### src/rtl/tmi_pkg.sv
// Package for the tape machine interpreter: command, status and symbol codes,
// default depths and the control and status words between controller and datapath.
// No dependencies.
`default_nettype none

package tmi_pkg;

	// Default depths, handed to the top-level parameters.
	localparam int PROG_DEPTH_DEF  = 4096;
	localparam int TAPE_DEPTH_DEF  = 4096;
	localparam int STACK_DEPTH_DEF = 64;

	// Field widths fixed by the interface.
	localparam int CELL_W   = 32;
	localparam int SYM_W    = 8;
	localparam int INVAL_W  = 9;
	localparam int STATUS_W = 3;
	localparam int PCOUT_W  = 13;
	localparam int SKIP_W   = 7;

	localparam logic [SKIP_W-1:0] SKIP_MAX = 7'd127;

	// Commands carried by the cmd field.
	localparam logic [1:0] CMD_CLEAR  = 2'd0;
	localparam logic [1:0] CMD_APPEND = 2'd1;
	localparam logic [1:0] CMD_STEP   = 2'd2;

	// Status codes.
	localparam logic [STATUS_W-1:0] ST_RUN   = 3'd0;
	localparam logic [STATUS_W-1:0] ST_DONE  = 3'd1;
	localparam logic [STATUS_W-1:0] ST_PTR   = 3'd2;
	localparam logic [STATUS_W-1:0] ST_STACK = 3'd3;
	localparam logic [STATUS_W-1:0] ST_CLOSE = 3'd4;
	localparam logic [STATUS_W-1:0] ST_FULL  = 3'd5;

	// Program symbols.
	localparam logic [SYM_W-1:0] SYM_INC   = 8'h2B; // +
	localparam logic [SYM_W-1:0] SYM_DEC   = 8'h2D; // -
	localparam logic [SYM_W-1:0] SYM_RIGHT = 8'h3E; // >
	localparam logic [SYM_W-1:0] SYM_LEFT  = 8'h3C; // <
	localparam logic [SYM_W-1:0] SYM_PUTC  = 8'h2E; // .
	localparam logic [SYM_W-1:0] SYM_PUTN  = 8'h3D; // =
	localparam logic [SYM_W-1:0] SYM_GET   = 8'h2C; // ,
	localparam logic [SYM_W-1:0] SYM_OPEN  = 8'h5B; // [
	localparam logic [SYM_W-1:0] SYM_CLOSE = 8'h5D; // ]

	// Controller states.
	typedef enum logic [1:0] {
		S_SWEEP,
		S_IDLE,
		S_EXEC
	} state_t;

	// Commands from the controller to the datapath.
	typedef struct packed {
		logic capture;
		logic exec;
		logic sweep;
	} ctl_cmd_t;

	// Status from the datapath to the controller.
	typedef struct packed {
		logic is_clear;
		logic sweep_last;
	} dp_stat_t;

endpackage

`default_nettype wire

### src/rtl/tmi_ctrl.sv
// Controller for the tape machine interpreter: sequences the tape sweep,
// the memory read cycle and the execute cycle. Depends on tmi_pkg.
`default_nettype none

module tmi_ctrl (
	input  wire logic              clk,
	input  wire logic              arst_n,
	input  wire logic              start,
	input  wire tmi_pkg::dp_stat_t stat,
	output tmi_pkg::ctl_cmd_t      ctl,
	output logic                   busy
);
	import tmi_pkg::*;

	state_t state_q;
	state_t state_n;

	// State register; reset begins with a sweep that zeroes the tape.
	always_ff @(posedge clk or negedge arst_n) begin
		if (!arst_n) begin
			state_q <= S_SWEEP;
		end else begin
			state_q <= state_n;
		end
	end

	// Next state and commands.
	always_comb begin
		state_n     = state_q;
		ctl.capture = 1'b0;
		ctl.exec    = 1'b0;
		ctl.sweep   = 1'b0;
		busy        = 1'b1;
		case (state_q)
			S_SWEEP: begin
				ctl.sweep = 1'b1;
				if (stat.sweep_last) begin
					state_n = S_IDLE;
				end
			end
			S_IDLE: begin
				busy = 1'b0;
				if (start) begin
					ctl.capture = 1'b1;
					state_n     = S_EXEC;
				end
			end
			S_EXEC: begin
				ctl.exec = 1'b1;
				state_n  = stat.is_clear ? S_SWEEP : S_IDLE;
			end
			default: begin
				state_n = S_SWEEP;
			end
		endcase
	end

endmodule

`default_nettype wire

### config.mk
export PLATFORM = sky130hd
export DESIGN_NAME = tmi_ctrl
export DESIGN_NICKNAME = d
export VERILOG_FILES = /design/src/rtl/tmi_pkg.sv /design/src/rtl/tmi_ctrl.sv
export SDC_FILE = /design/constraint.sdc
export NUM_CORES = 1
export LEC_CHECK = 0
export ABC_AREA = 1
export BUFFER_PORTS_ARGS = -buffer_cell sky130_fd_sc_hd__buf_2
export CAP_MARGIN = 10
export CELL_PAD_IN_SITES_DETAIL_PLACEMENT = 1
export CELL_PAD_IN_SITES_GLOBAL_PLACEMENT = 2
export CORE_AREA = 2 2 39 41
export DETAILED_ROUTE_END_ITERATION = 8
export DIE_AREA = 0 0 41 43
export PLACE_DENSITY_LB_ADDON = 0.1
export SETUP_SLACK_MARGIN = 0.5
export SLEW_MARGIN = 20
export SYNTH_ARGS = -nofsm -noshare
export SYNTH_HDL_FRONTEND = slang
export SYNTH_SLANG_ARGS = --single-unit
### constraint.sdc
create_clock -name clk -period 0.9 [get_ports clk]
set_clock_uncertainty 0.2 [all_clocks]
set_input_delay 0.09 -clock clk [delete_from_list [all_inputs] [get_ports clk]]
set_output_delay 0.09 -clock clk [all_outputs]
set_load 0.005 [all_outputs]
* Word-level counts from Yosys, hierarchy flattened
Index checks and enable logic that the tools add are counted.
** Storage, ports and cells
- Bits in registers :: 2
- Input port bits :: 5
- Output and inout port bits :: 4
** Cells by class
- Equal/unequal tests :: 4
- Mux-type cells :: 9
- Reduce and logical (&&, ||, !) cells :: 2
** Operator list (count)
- 1-bit two-way mux :: 6
- 2-bit case mux with 3 select lines :: 1
- 2-bit two-way mux :: 2
- 2-bit inequality test, second input constant :: 2
- 2-bit by 1-bit == test with 1-bit output, second input constant :: 1
- 2-bit == test, second input constant :: 1
- 2-bit logical NOT :: 1
- 2-bit AND reduction :: 1

* Longest topological paths before layout
- Depth after elaboration :: 3
- Depth in mapped cells :: 3
- Gate-level depth less buffers :: 3

* Worst setup path before layout
No wires, ideal clock.
- Kind :: reg-to-output
- Start point :: register state_q[1]
- End point :: output port ctl[2] (netlist name)
- Arrival :: 648 ps
- Slack :: -38 ps
- Cell stages (with the launch flop) :: 4
- Cells stage by stage :: dfrtp_1 -> inv_1 -> nand2_2 -> nor2_1
** RTL lines
- from (decl) :: line tmi_ctrl.sv:15 : state_t state_q;
- from (signal assigned) :: line tmi_ctrl.sv:23 : state_q <= state_n;
- to (decl) :: line tmi_ctrl.sv:10 : output tmi_pkg::ctl_cmd_t ctl,

==> qor.csv <==
metric,value,unit
Root Buffer Master,clkbuf_4,
vias in the first global route,159,
layout cells sized above 1,0.679,
Clock Sinks,2,
clk slew on worst S/H paths,0.03,ns
Syn Nets,20,
Fin. Hold Viols,4,
number of synthesized register bits,2,
nature of the critical path startpoint,flop,
Least-Margin Pin Slew,0.163,ns
Post-Syn Area,108,µm²
WL/cell,7.64,µm
P_leak,0.000122,µW
Die Y-Extent,43,µm
failing checks,"negative hold slack, negative setup slack",
worst hold slack,-0.554,ns
pin count of the biggest net entering global routing,5,
Max Clock Freq,809,MHz
compound-cell area share of the yosys netlist,0,
vias per cell,2.98,
sequential share of the synthesized area,0.465,
Final #Nets,35,
CTS tree,done,
crit path kind,flop to primary output,
crit path max fanout,3,
Post-Syn Instances,15,
Post-Synth XOR/XNOR Area,0,
outcome,"finished, violations left",
synth top area cells,"dfrtp_1 47%, nand3_1 14%, inv_1 14%",
Total GRT Usage,0.0552,
count of cell types in the netlist,7,
cell area after layout,225,µm²
drt drc,0,
Rows,14,
Max Root-Sink Buffers,2,
Placed Area,170,µm²
mux cell area share after synthesis,0,
pwr/cell area,3210,mW/mm²
"area leader, netlist",dfrtp_1,
Post-Synth Adder-Cell Area,0,
"commonest non-fill, non-tap cells in the layout","8 x buf_2, 3 x inv_1, 3 x nand3_1, 3 x clkbuf_4, 2 x nor2_2",
Clock Latency Late Sink,0.22,ns
I/O pin total,9,
biggest registers after layout,state_q: 2 flops,
Highest Signal Layer,met3,
Synth top area share,0.465,
"commonest non-fill, non-tap cell in the layout",buf_2,
met3 wire len,27,µm
min setup slack post-route,-0.336,ns
Finish-stage setup viols,6,
max cap viols,0,
CTS H-tree depth,1,
RSZ-0062 raised after global routing,true,
diodes inserted,0,
First-pass DRT Iterations,1,
die area,0.00176,mm²
met2 routed WL,158,µm
minimum clock period,1.24,ns
min-delay worst type,primary input to async pin,
Worst EP required,0.61,ns
Total Routed Length,336,µm
Pwr Total,722,µW
Avg Inst Size Synth,7.17,µm²
via count,131,
first-pass GRT wire length,565,µm
Met1 Routed Length,150,µm
final worst path period share,1.37,
Routed Antenna Nets,0,
GPL Wtd Cong,0.582,
max FFs per register,2,
core area,0.00138,mm²
initial antenna violation count,0,
fill count,172,
PortBufs,8,
Die X-Extent,41,µm
gr ovfl total,0,
R2R Setup Slk,-0.15,ns
largest family of logic cells by synthesized area,simple AND/OR/NAND/NOR gates,
Worst setup EP type,primary output,
total CTS buffers,3,
Post-DP HPWL,264,µm
Syn. warnings,0,
First DRT Iteration DRCs,0,
Slew HR,0.891,
count of pins over their slew limit,0,
post-synthesis simple-gate area fraction,0.395,
Biggest register,state_q,
Initial Util,0.0778,
Layout area overhead,109,%
Max IR drop VDD,0.783,mV
CP arrival,0.95,ns
-- final timing paths --
path,start,to,depth (start not counted)
max in group asynchronous,arst_n,state_q[0]$_DFFE_PN0P_,1
setup / recovery,state_q[1]$_DFFE_PN0P_,ctl[2],4
hold reg to reg,state_q[1]$_DFFE_PN0P_,state_q[0]$_DFFE_PN0P_,2
hold / removal,arst_n,state_q[0]$_DFFE_PN0P_,1
setup reg to reg,state_q[0]$_DFFE_PN0P_,state_q[0]$_DFFE_PN0P_,3
min in group clk,stat[0],state_q[0]$_DFFE_PN0P_,3
-- layer usage --
layer,vias up,global-route usage
met5,-,0
met4,0,0.0800
li1,71,-
met2,5,0.0688
met3,0,0.0314
met1,55,0.0482
-- synth_stat cells (all sizes together) --
master,instances
nand3,3
nand2,2
inv,4
dfrtp,2
nor2,4
-- logic make-up (layout without fill, tap and decap cells) --
group         after synthesis  count (layout)
flops                       2               2
simple gates                9               9
buf+inv                     4              17
-- critical path, stage by stage, from the launching register on --
cell and delay [ns]:
dfrtp_1 0.40, inv_2 0.10, nand2_4 0.06, nor2_2 0.07, buf_2 0.11
-- per-stage QoR --
stage	setup TNS, ns	setup slack [ns]	std cells	hold slack (ns)	utilization
2_1_floorplan	-0.0128	-0.0113	15	-0.406	-
3_3_place_gp	-0.374	-0.118	39	-0.324	0.123
3_5_place_dp	-0.403	-0.122	39	-0.323	0.123
4_1_cts	-1.52	-0.354	44	-0.564	0.151
5_1_grt	-1.76	-0.401	44	-0.568	0.163
6_report	-1.42	-0.336	44	-0.554	0.163
-- repair_timing --
item / in CTS / in global routing
pin swaps: 1 / 1
endpoints found under the hold margin: 4 / 4
setup buffers: 2 / 0
setup endpoints to repair: 6 / 6
resized for setup: 1 / 4
-- where the power goes --
group / internal (µW) / switching [µW] / total [µW] / leakage (µW)
clock network: 147 / 48.1 / 195 / 0.0000138
registers: 130 / 52.9 / 183 / 0.0000243
logic: 191 / 153 / 344 / 0.0000837
-- cell type report --
cell class              instances  area (µm²)  share of cell area
clock buffers                   3        22.5               0.100
inverters                       4        15.0              0.0667
multi-input cells               9        57.6               0.256
flip-flops and latches          2        51.3               0.228
well taps                      16        20.0              0.0889
repair buffers                 10        58.8               0.261
Power figures use the tool's default switching activity.
